--- src/rtl/pbskl_pkg.sv ---
`timescale 1ns / 1ps
package pbskl_pkg;
    localparam int BID_W = 6;
    localparam int CNT_W = 6;
    localparam int OUT_KEY_W = 32;
    localparam int IN_KEY_W = 32;

    localparam logic MODE_ENROLL = 1'b0;
    localparam logic MODE_LIST = 1'b1;

    typedef enum logic [3:0] {
        ST_IDLE,
        ST_ENR_META,
        ST_ENR_RD,
        ST_ENR_CMP,
        ST_ENR_PUT,
        ST_LST_META,
        ST_LST_HDR,
        ST_LST_RD,
        ST_LST_WAIT,
        ST_LST_KEY
    } state_t;

    typedef struct packed {
        logic load;
        logic meta_rd;
        logic rd_shift;
        logic shift_wr;
        logic ins_wr;
        logic ovf_set;
        logic lst_rd;
        logic out_hdr;
        logic out_key;
    } cmd_t;

    typedef struct packed {
        logic is_list;
        logic in_range;
        logic full;
        logic pos_zero;
        logic prev_gt;
        logic cnt_zero;
        logic idx_last;
        logic out_busy;
        logic clr_busy;
    } sts_t;
endpackage

--- src/rtl/pbskl_ctrl.sv ---
`timescale 1ns / 1ps
module pbskl_ctrl
    import pbskl_pkg::*;
(
    input  logic aclk,
    input  logic aresetn,
    input  logic s_valid,
    output logic s_ready,
    input  sts_t sts,
    output cmd_t cmd
);
    state_t state_reg, state_next;

    always_ff @(posedge aclk) begin
        if (!aresetn) begin
            state_reg <= ST_IDLE;
        end else begin
            state_reg <= state_next;
        end
    end

    always_comb begin
        state_next = state_reg;
        cmd = '0;
        s_ready = 1'b0;
        case (state_reg)
            ST_IDLE: begin
                s_ready = !sts.clr_busy;
                if (s_valid && !sts.clr_busy) begin
                    cmd.load = 1'b1;
                    state_next = ST_ENR_META;
                end
            end
            ST_ENR_META: begin
                cmd.meta_rd = 1'b1;
                state_next = sts.is_list ? ST_LST_META : ST_ENR_RD;
            end
            ST_ENR_RD: begin
                if (!sts.in_range) begin
                    state_next = ST_IDLE;
                end else if (sts.full) begin
                    cmd.ovf_set = 1'b1;
                    state_next = ST_IDLE;
                end else if (sts.pos_zero) begin
                    state_next = ST_ENR_PUT;
                end else begin
                    cmd.rd_shift = 1'b1;
                    state_next = ST_ENR_CMP;
                end
            end
            ST_ENR_CMP: begin
                if (sts.prev_gt) begin
                    cmd.shift_wr = 1'b1;
                    state_next = ST_ENR_RD;
                end else begin
                    state_next = ST_ENR_PUT;
                end
            end
            ST_ENR_PUT: begin
                cmd.ins_wr = 1'b1;
                state_next = ST_IDLE;
            end
            ST_LST_META: begin
                state_next = ST_LST_HDR;
            end
            ST_LST_HDR: begin
                if (!sts.out_busy) begin
                    cmd.out_hdr = 1'b1;
                    state_next = sts.cnt_zero ? ST_IDLE : ST_LST_RD;
                end
            end
            ST_LST_RD: begin
                cmd.lst_rd = 1'b1;
                state_next = ST_LST_WAIT;
            end
            ST_LST_WAIT: begin
                state_next = ST_LST_KEY;
            end
            ST_LST_KEY: begin
                if (!sts.out_busy) begin
                    cmd.out_key = 1'b1;
                    state_next = sts.idx_last ? ST_IDLE : ST_LST_RD;
                end
            end
            default: begin
                state_next = ST_IDLE;
            end
        endcase
    end

    a_one_wr: assert property (@(posedge aclk) disable iff (!aresetn)
        !(cmd.shift_wr && cmd.ins_wr)) else $error("two writes");
    a_out_once: assert property (@(posedge aclk) disable iff (!aresetn)
        !(cmd.out_hdr && cmd.out_key)) else $error("two outputs");
    a_put_idle: assert property (@(posedge aclk) disable iff (!aresetn)
        cmd.ins_wr |=> state_reg == ST_IDLE) else $error("put not final");
endmodule

--- config.mk ---
export PLATFORM = sky130hd
export DESIGN_NAME = pbskl_ctrl
export DESIGN_NICKNAME = d
export VERILOG_FILES = /design/src/rtl/pbskl_pkg.sv /design/src/rtl/pbskl_ctrl.sv
export SDC_FILE = /design/constraint.sdc
export NUM_CORES = 1
export LEC_CHECK = 0
export BUFFER_PORTS_ARGS = -buffer_cell sky130_fd_sc_hd__buf_2
export CORE_AREA = 5 5 42 44
export DETAILED_ROUTE_END_ITERATION = 8
export DIE_AREA = 0 0 47 49
export GPL_TIMING_DRIVEN = 0
export SLEW_MARGIN = 20
export SYNTH_ARGS = -nofsm -noshare
export SYNTH_HDL_FRONTEND = slang
export SYNTH_SLANG_ARGS = --single-unit
--- constraint.sdc ---
create_clock -name aclk -period 3.1 [get_ports aclk]
set_clock_uncertainty 0.1 [all_clocks]
set_input_delay 0 -clock aclk [delete_from_list [all_inputs] [get_ports aclk]]
set_output_delay 0 -clock aclk [all_outputs]
set_load 0.05 [all_outputs]
Word-level counts from Yosys, hierarchy flattened. Index checks and enable logic that the tools add are counted. Widths: inputs -> output; s select.

Multiplexer cells: 29. Reductions and logical operators: 4. Eq/ne operators: 12.

Operator list (number): $pmux 4 s9 (1); $mux 4 (5); $mux 1 (18); $eq 4x3->1 const B (4); $mux 3 (5); $eq 4x2->1 const B (2); $eq 4x4->1 const B (2); $ne 2x2->1 const B (3); $eq 4x1->1 const B (1); $logic_not 4->1 (1); $reduce_and 3->1 (1); $logic_and 1x1->1 (1); $logic_not 1->1 (1).

Input bits: 12. Logic and storage cells: 46. Register bits after elaboration: 4. Output and inout bits: 10.

Depth between registers and ports, before layout. Gate-level depths: netlist of run 1.

Depth after elaboration: 4. Depth in mapped cells: 7. Mapped depth without buffers: 5.

Worst setup path after synthesis of run 1. Ideal clock, no wire load.

Path kind: register -> output. Start point: register state_reg[1]. End point: output cmd[8] (netlist bit). Stages on the path, launching flop included: 5. Data arrival time: 2.268 ns. Path buffers: 2. Data required time: 3.000 ns. Path slack: 0.732 ns. Cell sequence: dfxtp_1 buf_6 or2_1 buf_6 nor4_1.

RTL lines: from (decl) (RTL line pbskl_ctrl.sv:12) `state_t state_reg, state_next;`; from (signal assigned) (RTL line pbskl_ctrl.sv:18) `state_reg <= state_next;`; to (decl) (RTL line pbskl_ctrl.sv:10) `output cmd_t cmd`.

==> results of run 1 <==
[synth_stat cells, types with 2 or more instances]
cell / instances
dfxtp_1: 4
nor4_1: 3
buf_2: 2
nand2b_1: 3
nand2_1: 6
nor2_1: 10
inv_1: 2
a21oi_1: 3
buf_6: 2
[worst min-delay path by stage]
stage	startpoint	endpoint	depth (start not counted)
detailed placement	aresetn	state_reg[2]	3
finish	sts[1]	state_reg[1]	3
CTS	sts[1]	state_reg[1]	3
global placement	aresetn	state_reg[2]	3
floorplan	sts[5]	cmd[6]	1
global route	sts[1]	state_reg[1]	3
[repair_timing]
action                                 4_1_cts  5_1_grt
endpoints found under the hold margin        4        0
hold buffers                                 1        0
gates resized for setup                      0        0
buffers inserted                             0        0
[layout make-up]
cell class                 instances  area share [%]
timing repair buffer              22            18.5
inverter                           3            1.81
multi-input combinational         50            53.5
tap                               16            3.22
clock buffer                       3            3.62
buffer                             5            6.44
sequential                         4            12.9
[worst max-delay path, cell delays in order, from the launching register on]
cell	delay, ps
dfxtp_1	300
buf_6	130
or2_1	230
buf_6	140
nor4_1	230
buf_2	310
[through the flow]
stage	util, %	cell area [µm²]	hold WS, ps	total power (µW)	std cells
after floorplan	-	464	4.87	92.3	62
after global placement	42.1	589	142	110	99
after detailed placement	42.1	589	139	111	99
after CTS	44.4	622	21.5	178	103
after global routing	44.4	622	24.3	189	103
final	44.4	622	30.5	175	103
[kinds of logic after synthesis]
family,count (synthesis),synth area share (%)
and+or+nand+nor,34,42.6
muxes,1,2.16
buffers and inverters,8,11.1
DFF,4,17.3
AOI/OAI and AO/OA,15,27.0
[power breakdown]
group          internal, µW  switching [µW]
Clock                  43.3            21.2
Sequential             53.4            1.77
Combinational          19.8            35.9
[per-layer routing]
metal  up-vias  wire, µm
li1        276         -
met1       247       534
met2        12       647
met3         0        73
met4         0         0
met5         -         0
==> summary.md, run 1 <==
| Metric | Value |
|---|---|
| Crit Path Max Fanout | 10 |
| H-Tree Depth | 1 |
| Synth area leader | dfxtp_1 |
| Tightest Hold Check Type | input port to register |
| Via/cell ratio | 5.19 |
| Detail Route Antenna Nets | 0 |
| Top Usage Layer GRT | met2 |
| Via count | 535 |
| CP Capture Type | output port |
| Place WS | 1630 ps |
| CP startpoint kind | register |
| Ranking of synthesized cells by area | dfxtp_1 (17%), nor2_1 (8.1%), buf_6 (4.9%), nand2_1 (4.9%), nand2b_1 (4.0%) |
| Post-synth EDFFs | 0 |
| Final slew viol count | 0 |
| Maximum vdd drop | 0.203 mV |
| CTS buffer count | 3 |
| Reg2Reg Setup Slack | 1630 ps |
| Worst setup path startpoint | state_reg[1] |
| Mapped Cells | 62 |
| Initial antenna violation count | 0 |
| Met1 usage | 15.6% |
| Most frequent cells in the layout | buf_2 (23), nor2_1 (10), nand2_1 (6) |
| Reg2reg start | state_reg[1] |
| Register area share after synthesis | 17.3% |
| Max_slew headroom | 74.1% |
| Area of the core | 1400 µm² |
| Iter 0 DRT Violations | 12 |
| Status | finished clean |
| CP Data Required Time | 3000 ps |
| Congestion Overflow GR | 0 |
| Die outline height | 49 µm |
| Synth unique cells | 36 |
| Max_cap viols | 0 |
| Most common cell after layout, fill and taps aside | buf_2 |
| LEAKAGE | 0.000292 µW |
| CP Data Arrival Time | 1580 ps |
| Clk pin slew, worst setup/hold paths | 40 ps |
| Share of cells above drive strength 1 | 46.0% |
| Avg Cell Area, Syn | 7.49 µm² |
| Crit path to | cmd[8] |
| IO Port Bufs | 21 |
| Area growth syn-to-layout | 34.0% |
| Area of the multi-input gates | 333 µm² |
| M3 GR Usage | 6.64% |
| Drt first pass iters | 4 |
| Number of diodes | 0 |
| Total Wirelength | 1260 µm |
| Nets | 101 |
| Setup TNS Final | 0 ps |
| Die Area | 2300 µm² |
| CTS tree | built |
| CTS sink count | 4 |
| CTS Buffer Depth | 2 |
| Unrepaired setup endpoints after global routing | no |
| Drt wl/cell | 12.2 µm |
| GRT Util Overall | 12.5% |
| HPWL Detailed | 1000 µm |
| Remaining DRCs | 0 |
| Tcrit/Tclk final | 54.0% |
| Crit path setup slack, layout | 1420 ps |
| Clock root cell | clkbuf_4 |
| Crit Path Class | register to output port |
| Syn nets | 74 |
| Yosys Warn Count | 0 |
| First-pass GRT wire length | 2100 µm |
| Synth Cell Area | 464 µm² |
| Ys flop type | dfxtp_1 |
| Tmin final | 1680 ps |
| Post-synth top area share | 17.3% |
| I/O Pins | 22 |
| Worst Reg-to-Reg Cells | 7 |
| Via count of the first global-routing pass | 494 |
| Initial Utilization | 33.1% |
| GPL Wtd Cong | 0.801 |
| Clock Latency Late Sink | 240 ps |
| Worst reg2reg endpoint | state_reg[2] |
| Sequential cell area | 80.1 µm² |
| Power Dens Cells | 282 nW/µm² |
| Fmax | 0.597 GHz |
| Worst Tran Pin Value | 385 ps |
| Post-synth ARST share | 0% |
| Die width | 47 µm |
| Final-report hold violation count | 0 |
| Max FFs per register | 4 |
| Num rows | 14 |
| Fill cell count | 162 |
| Endpoints failing setup | 0 |
| Register bit count reported by yosys | 4 |
| Largest net degree at the start of global routing | 11 |
| M2 GR Usage | 19.2% |
No activity file was read; power rests on OpenSTA's default activity.
==> run 2, diff against run 1 <==
- ABC_AREA: default -> 1
- clock period: 3.1 -> 1.58 ns (I/O delays scaled with it)
==> summary.md, run 2 <==
| Metric | Value |
|---|---|
| CP startpoint kind | register (unchanged) |
| Sw frac | 35.5% (was 33.6%) |
| GRT Util Overall | 10.3% (was 12.5%) |
| CTS tree | built (unchanged) |
| Crit Path Class | register to output port (unchanged) |
| Die outline height | 49 µm (unchanged) |
| Area growth syn-to-layout | 38.4% (was 34.0%) |
| Via/cell ratio | 4.40 (was 5.19) |
| CP Capture Type | output port (unchanged) |
| Most frequent cells in the layout | buf_2 (21), nand2_1 (18), inv_1 (16) (was buf_2 (23), nor2_1 (10), nand2_1 (6)) |
| Area of the core | 1400 µm² (unchanged) |
| Max FFs per register | 4 (unchanged) |
| Setup TNS Final | 0 ps (unchanged) |
| Register bit count reported by yosys | 4 (unchanged) |
| Clock root cell | clkbuf_4 (unchanged) |
| Post-synth EDFFs | 0 (unchanged) |
| Synth unique cells | 15 (was 36) |
| Status | finished clean (unchanged) |
| Reg2Reg Setup Slack | 260 ps (was 1630 ps) |
| Post-CTS Setup Repair Bufs | 0 (unchanged) |
| First-pass GRT wire length | 1770 µm (was 2100 µm) |
| Hold path startpoint | sts[1] (unchanged) |
| Detail Route Antenna Nets | 0 (unchanged) |
| Syn nets | 91 (was 74) |
| Synth Cell Area | 430 µm² (was 464 µm²) |
| Register area share after synthesis | 18.6% (was 17.3%) |
| Endpoints failing setup | 0 (unchanged) |
| Final-report hold violation count | 0 (unchanged) |
| Initial Utilization | 30.7% (was 33.1%) |
| Worst reg2reg endpoint | state_reg[0] (was state_reg[2]) |
| Combinational Power Share | 32.2% (was 31.8%) |
| Tightest Hold Check Type | input port to register (unchanged) |
| Worst Reg-to-Reg Cells | 6 (was 7) |
| CTS Buffer Depth | 2 (unchanged) |
| Reg2reg start | state_reg[1] (unchanged) |
| CTS sink count | 4 (unchanged) |
| Share of cells above drive strength 1 | 35.6% (was 46.0%) |
| Crit Path Max Fanout | 5 (was 10) |
| Nets | 118 (was 101) |
| Via count | 528 (was 535) |
| Ys flop type | dfxtp_1 (unchanged) |
| Initial antenna violation count | 0 (unchanged) |
| LEAKAGE | 0.000360 µW (was 0.000292 µW) |
| Hold endpoint | state_reg[1] (unchanged) |
| Num rows | 14 (unchanged) |
| Post-synth ARST share | 0% (unchanged) |
| Clk pin slew, worst setup/hold paths | 40 ps (about the same) |
| Number of diodes | 0 (unchanged) |
| Fmax | 0.673 GHz |
| I/O Pins | 22 (unchanged) |
| Largest net degree at the start of global routing | 7 (was 11) |
| Clk pwr share | 35.4% (was 36.8%) |
| Internal power | 228 µW (was 116 µW) |
| Worst setup path startpoint | state_reg[2] (was state_reg[1]) |
| Share of the synthesized netlist area taken by xor and xnor gates | 0% (unchanged) |
| H-Tree Depth | 1 (unchanged) |
| Maximum vdd drop | 0.294 mV (was 0.203 mV) |
| Tmin final | 1490 ps |
| Net Sw Power | 125 µW (was 58.9 µW) |
| Post-synth top area share | 18.6% (was 17.3%) |
| Power Dens Cells | 593 nW/µm² (was 282 nW/µm²) |
| Ranking of synthesized cells by area | dfxtp_1 (19%), nand2_1 (16%), inv_1 (14%), nor2_1 (13%), nor2_4 (7.8%) (was dfxtp_1 (17%), nor2_1 (8.1%), buf_6 (4.9%), nand2_1 (4.9%), nand2b_1 (4.0%)) |
| Tcrit/Tclk final | 94.0% |
| IO Port Bufs | 21 (unchanged) |
| Multiplexer share of the synthesized area | 0% (was 2.16%) |
| CP Data Required Time | 1480 ps (was 3000 ps) |
| Via count of the first global-routing pass | 483 (was 494) |
| Yosys Warn Count | 0 (unchanged) |
| Worst Tran Pin Value | 311 ps (was 385 ps) |
| Synth area leader | dfxtp_1 (unchanged) |
| Congestion Overflow GR | 0 (unchanged) |
| CP Data Arrival Time | 1390 ps (was 1580 ps) |
| CTS buffer count | 3 (unchanged) |
| Unrepaired setup endpoints after global routing | no (unchanged) |
| Iter 0 DRT Violations | 3 (was 12) |
| Clock Latency Late Sink | 230 ps (was 240 ps) |
| Most common cell after layout, fill and taps aside | buf_2 (unchanged) |
| Complex-gate fraction of the synthesized area | 9.88% (was 27.0%) |
| Final slew viol count | 0 (unchanged) |
| Post-Synth Simple-Gate Area | 55.8% (was 42.6%) |
| Max_slew headroom | 79.2% (was 74.1%) |
| Die width | 47 µm (unchanged) |
| HPWL Detailed | 897 µm (was 1000 µm) |
| Most frequent cell after synthesis | nand2_1 (was nor2_1) |
| Largest family of logic cells by synthesized area | simple AND/OR/NAND/NOR gates (unchanged) |
| Drt wl/cell | 8.78 µm (was 12.2 µm) |
| Die Area | 2300 µm² (unchanged) |
| Max_cap viols | 0 (unchanged) |
| GPL Wtd Cong | 0.757 (was 0.801) |
| Avg Cell Area, Syn | 5.45 µm² (was 7.49 µm²) |
| Final total power | 353 µW (was 175 µW) |
| Total Wirelength | 1050 µm (was 1260 µm) |
| Drt first pass iters | 2 (was 4) |
| Post-cts resize count | 0 (unchanged) |
| Adder-cell share of the synthesized area | 0% (unchanged) |
| Most frequent cells after synthesis | nand2_1 (18), inv_1 (16), nor2_1 (15) (was nor2_1 (10), nand2_1 (6), dfxtp_1 (4)) |
| Share of power burned in registers | 32.4% (was 31.4%) |
| Hold Path Stages | 3 (unchanged) |
| Remaining DRCs | 0 (unchanged) |
| Mapped Cells | 79 (was 62) |
## run 2: cell count changes after synthesis, moves of 3 or more
cell      before  now
nand3_1        0    6
nor2_1        10   15
nor4_1         3    0
nand2b_1       3    0
nand3b_1       0    3
nor2_4         0    3
inv_1          2   16
nand2_1        6   18
## run 2: metal layers
metal  vias up  share of wire (%)  GRT usage (%)
li1        288                  -              -
met1       231                 43           12.8
met2         9                 52           16.5
met3         0                5.2           1.11
met4         0                  0           5.53
met5         -                  0              0
## run 2: worst max path at each step
stage / to / cells after the start / slack [ps]
6_report: cmd[2] / 5 / 90
5_1_grt: cmd[0] / 5 / 0.06
4_1_cts: cmd[4] / 5 / 90
3_5_place_dp: state_reg[2] / 8 / 250
3_3_place_gp: state_reg[2] / 8 / 260
2_1_floorplan: state_reg[3] / 7 / 40
## run 2: cell type report
cell class                      instances  area, µm²
Tap cell                               16       20.0
Clock buffer                            3       22.5
Inverter                               18       67.6
Multi-Input combinational cell         57        290
Sequential cell                         4       80.1
Fill cell                             165        806
Timing Repair Buffer                   22        115
## run 2: worst max-delay path, cell delays in order (launching register included)
cell and delay (ps):
dfxtp_1 380, inv_1 80, nor2_2 200, inv_1 110
nor2_2 110, buf_2 270
## run 2: timing repair
action	CTS	global route
hold endpoints to repair	4	0
endpoints found under the setup margin	0	0
hold buffers	1	0
## run 2: power groups by stage
| stage | logic [µW] | registers (µW) | clock network [µW] |
|---|---|---|---|
| global placement | 111 | 116 | 0 |
| finish | 114 | 115 | 125 |
| global route | 126 | 116 | 136 |
| floorplan | 79.1 | 114 | 0 |
| CTS | 115 | 114 | 132 |
| detailed placement | 113 | 116 | 0 |
## run 2: kinds of logic after synthesis
kind of cell,count (synthesis)
simple gates,50
buf+inv,18
compound gates,7
flops,4
## run 2: stage by stage
step | util (%) | hold WS [ps] | std cells | cell area (µm²) | setup slack [ps]
final | 42.5 | 9.12 | 120 | 596 | 94.8
after global routing | 42.5 | 53.1 | 120 | 596 | 0.0577
after CTS | 42.5 | 1.90 | 120 | 596 | 87.1
after detailed placement | 40.2 | 116 | 116 | 563 | 252
after global placement | 40.2 | 102 | 116 | 563 | 261
after floorplan | - | 4.20 | 79 | 438 | 37.9
==> run 3, diff against run 2 <==
- PLACE_DENSITY_LB_ADDON: default -> 0.3
==> summary.md, run 3 (same netlist as run 2, synthesis figures left out) <==
| Metric | Value |
|---|---|
| Status | finished clean (unchanged) |
| Power Dens Cells | 595 nW/µm² (was 593 nW/µm²) |
| Maximum vdd drop | 0.430 mV (was 0.294 mV) |
| Initial Utilization | 30.7% (unchanged) |
| Endpoints failing setup | 0 (unchanged) |
| Area growth syn-to-layout | 39.2% (was 38.4%) |
| I/O Pins | 22 (unchanged) |
| Crit Path Max Fanout | 5 (unchanged) |
| CP Data Arrival Time | 1380 ps (was 1390 ps) |
| CTS buffer count | 3 (unchanged) |
| Drt first pass iters | 4 (was 2) |
| Unrepaired setup endpoints after global routing | no (unchanged) |
| Nets | 118 (unchanged) |
| Worst Tran Pin Value | 260 ps (was 311 ps) |
| Tcrit/Tclk final | 93.8% (was 94.0%) |
| # placed instances | 116 (unchanged) |
| Iter 0 DRT Violations | 16 (was 3) |
| Remaining DRCs | 0 (unchanged) |
| Reg2reg start | state_reg[1] (unchanged) |
| Die Area | 2300 µm² (unchanged) |
| Crit Path Class | register to output port (unchanged) |
| Area of the core | 1400 µm² (unchanged) |
| Hold endpoint | state_reg[1] (unchanged) |
| CP startpoint kind | register (unchanged) |
| Final slew viol count | 0 (unchanged) |
| Fmax | 0.674 GHz (was 0.673 GHz) |
| CP Capture Type | output port (unchanged) |
| CTS sink count | 4 (unchanged) |
| Post-CTS Setup Repair Bufs | 0 (unchanged) |
| Num rows | 14 (unchanged) |
| Hold Path Stages | 3 (unchanged) |
| Hold path startpoint | sts[1] (unchanged) |
| GPL Wtd Cong | 0.752 (was 0.757) |
| Crit path setup slack, layout | 97.2 ps (was 94.8 ps) |
| HPWL Detailed | 922 µm (was 897 µm) |
| Setup TNS Final | 0 ps (unchanged) |
| Tightest Hold Check Type | input port to register (unchanged) |
| Total Wirelength | 1060 µm (was 1050 µm) |
| Congestion Overflow GR | 0 (unchanged) |
| Initial antenna violation count | 0 (unchanged) |
| GRT Util Overall | 10.4% (was 10.3%) |
| Via/cell ratio | 4.44 (was 4.40) |
| CTS Buffer Depth | 2 (unchanged) |
| Via count | 533 (was 528) |
| Via count of the first global-routing pass | 485 (was 483) |
| Largest net degree at the start of global routing | 7 (unchanged) |
| Max FFs per register | 4 (unchanged) |
| Max_slew headroom | 82.6% (was 79.2%) |
| Share of cells above drive strength 1 | 36.5% (was 35.6%) |
| Most common cell after layout, fill and taps aside | buf_2 (unchanged) |
| Worst Reg-to-Reg Cells | 8 (was 6) |
| Clock Latency Late Sink | 240 ps (was 230 ps) |
| Reg2Reg Setup Slack | 220 ps (was 260 ps) |
| Die outline height | 49 µm (unchanged) |
| Fill cell count | 161 (was 165) |
| Place WS | 222 ps (was 252 ps) |
| CTS tree | built (unchanged) |
| IO Port Bufs | 21 (unchanged) |
| H-Tree Depth | 1 (unchanged) |
| Clock root cell | clkbuf_4 (unchanged) |
| Most frequent cells in the layout | buf_2 (20), nand2_1 (18), inv_1 (16) (was buf_2 (21), nand2_1 (18), inv_1 (16)) |
| CP Data Required Time | 1480 ps (about the same) |
| First-pass GRT wire length | 1740 µm (was 1770 µm) |
| Drt wl/cell | 8.79 µm (was 8.78 µm) |
| Worst reg2reg endpoint | state_reg[0] (unchanged) |
| Number of diodes | 0 (unchanged) |
| Final-report hold violation count | 0 (unchanged) |
| Max_cap viols | 0 (unchanged) |
| Clk pin slew, worst setup/hold paths | 40 ps (about the same) |
| Detail Route Antenna Nets | 0 (unchanged) |
| LEAKAGE | 0.000359 µW (was 0.000360 µW) |
| Non-Filler Instances | 120 (unchanged) |
| Tmin final | 1480 ps (was 1490 ps) |
| Die width | 47 µm (unchanged) |
run 3: cell types whose count changed in the layout (fill, tap and decap cells not counted):
cell / before / now
clkbuf_4: 3 / 4
dfxtp_2: 0 / 1
dfxtp_1: 4 / 3
buf_2: 21 / 20
run 3: power by group:
part / internal [µW] / switching [µW]
sequential: 106 / 8.58
clock: 85.0 / 42.6
combinational: 37.4 / 76.7
total: 229 / 128
run 3: worst max-delay path by stage:
stage / from / to / slack [ps]
2_1_floorplan: state_reg[2] / state_reg[3] / 40
3_3_place_gp: state_reg[0] / state_reg[2] / 260
3_5_place_dp: state_reg[0] / state_reg[0] / 220
4_1_cts: state_reg[2] / cmd[2] / 70
5_1_grt: state_reg[2] / cmd[4] / 3
6_report: state_reg[2] / cmd[4] / 100
run 3: layer usage:
layer / wire [µm] / vias to the layer above / track usage (%)
met4: 29 / 0 / 9.68
met5: 0 / - / 0
met3: 80 / 3 / 1.48
met1: 417 / 225 / 11.0
met2: 528 / 14 / 16.3
li1: - / 291 / -
run 3: what timing repair did:
action | CTS | global route
setup endpoints to repair | 0 | 2
hold buffers | 1 | 0
hold endpoints to repair | 4 | 0
resized for setup | 0 | 2
run 3: area by class of cell:
type / count / area, µm² / area share [%]
Inverter: 18 / 67.6 / 11.3
Tap cell: 16 / 20.0 / 3.34
Sequential cell: 4 / 81.3 / 13.6
Clock buffer: 3 / 22.5 / 3.76
Timing Repair Buffer: 22 / 118 / 19.6
Multi-Input combinational cell: 57 / 290 / 48.4
run 3: worst max-delay path: stages (launching register included):
cell	delay [ps]
dfxtp_1	380
inv_1	80
nor2_2	200
inv_1	110
nor3_2	100
buf_2	280
run 3: stage by stage:
stage,utilization [%],instance area [µm²],power (µW),hold slack [ps]
6_report,42.8,599,357,4.29
5_1_grt,42.8,599,381,50.1
4_1_cts,42.5,596,364,0.916
3_5_place_dp,40.2,563,229,108
3_3_place_gp,40.2,563,227,101
2_1_floorplan,-,438,193,4.20
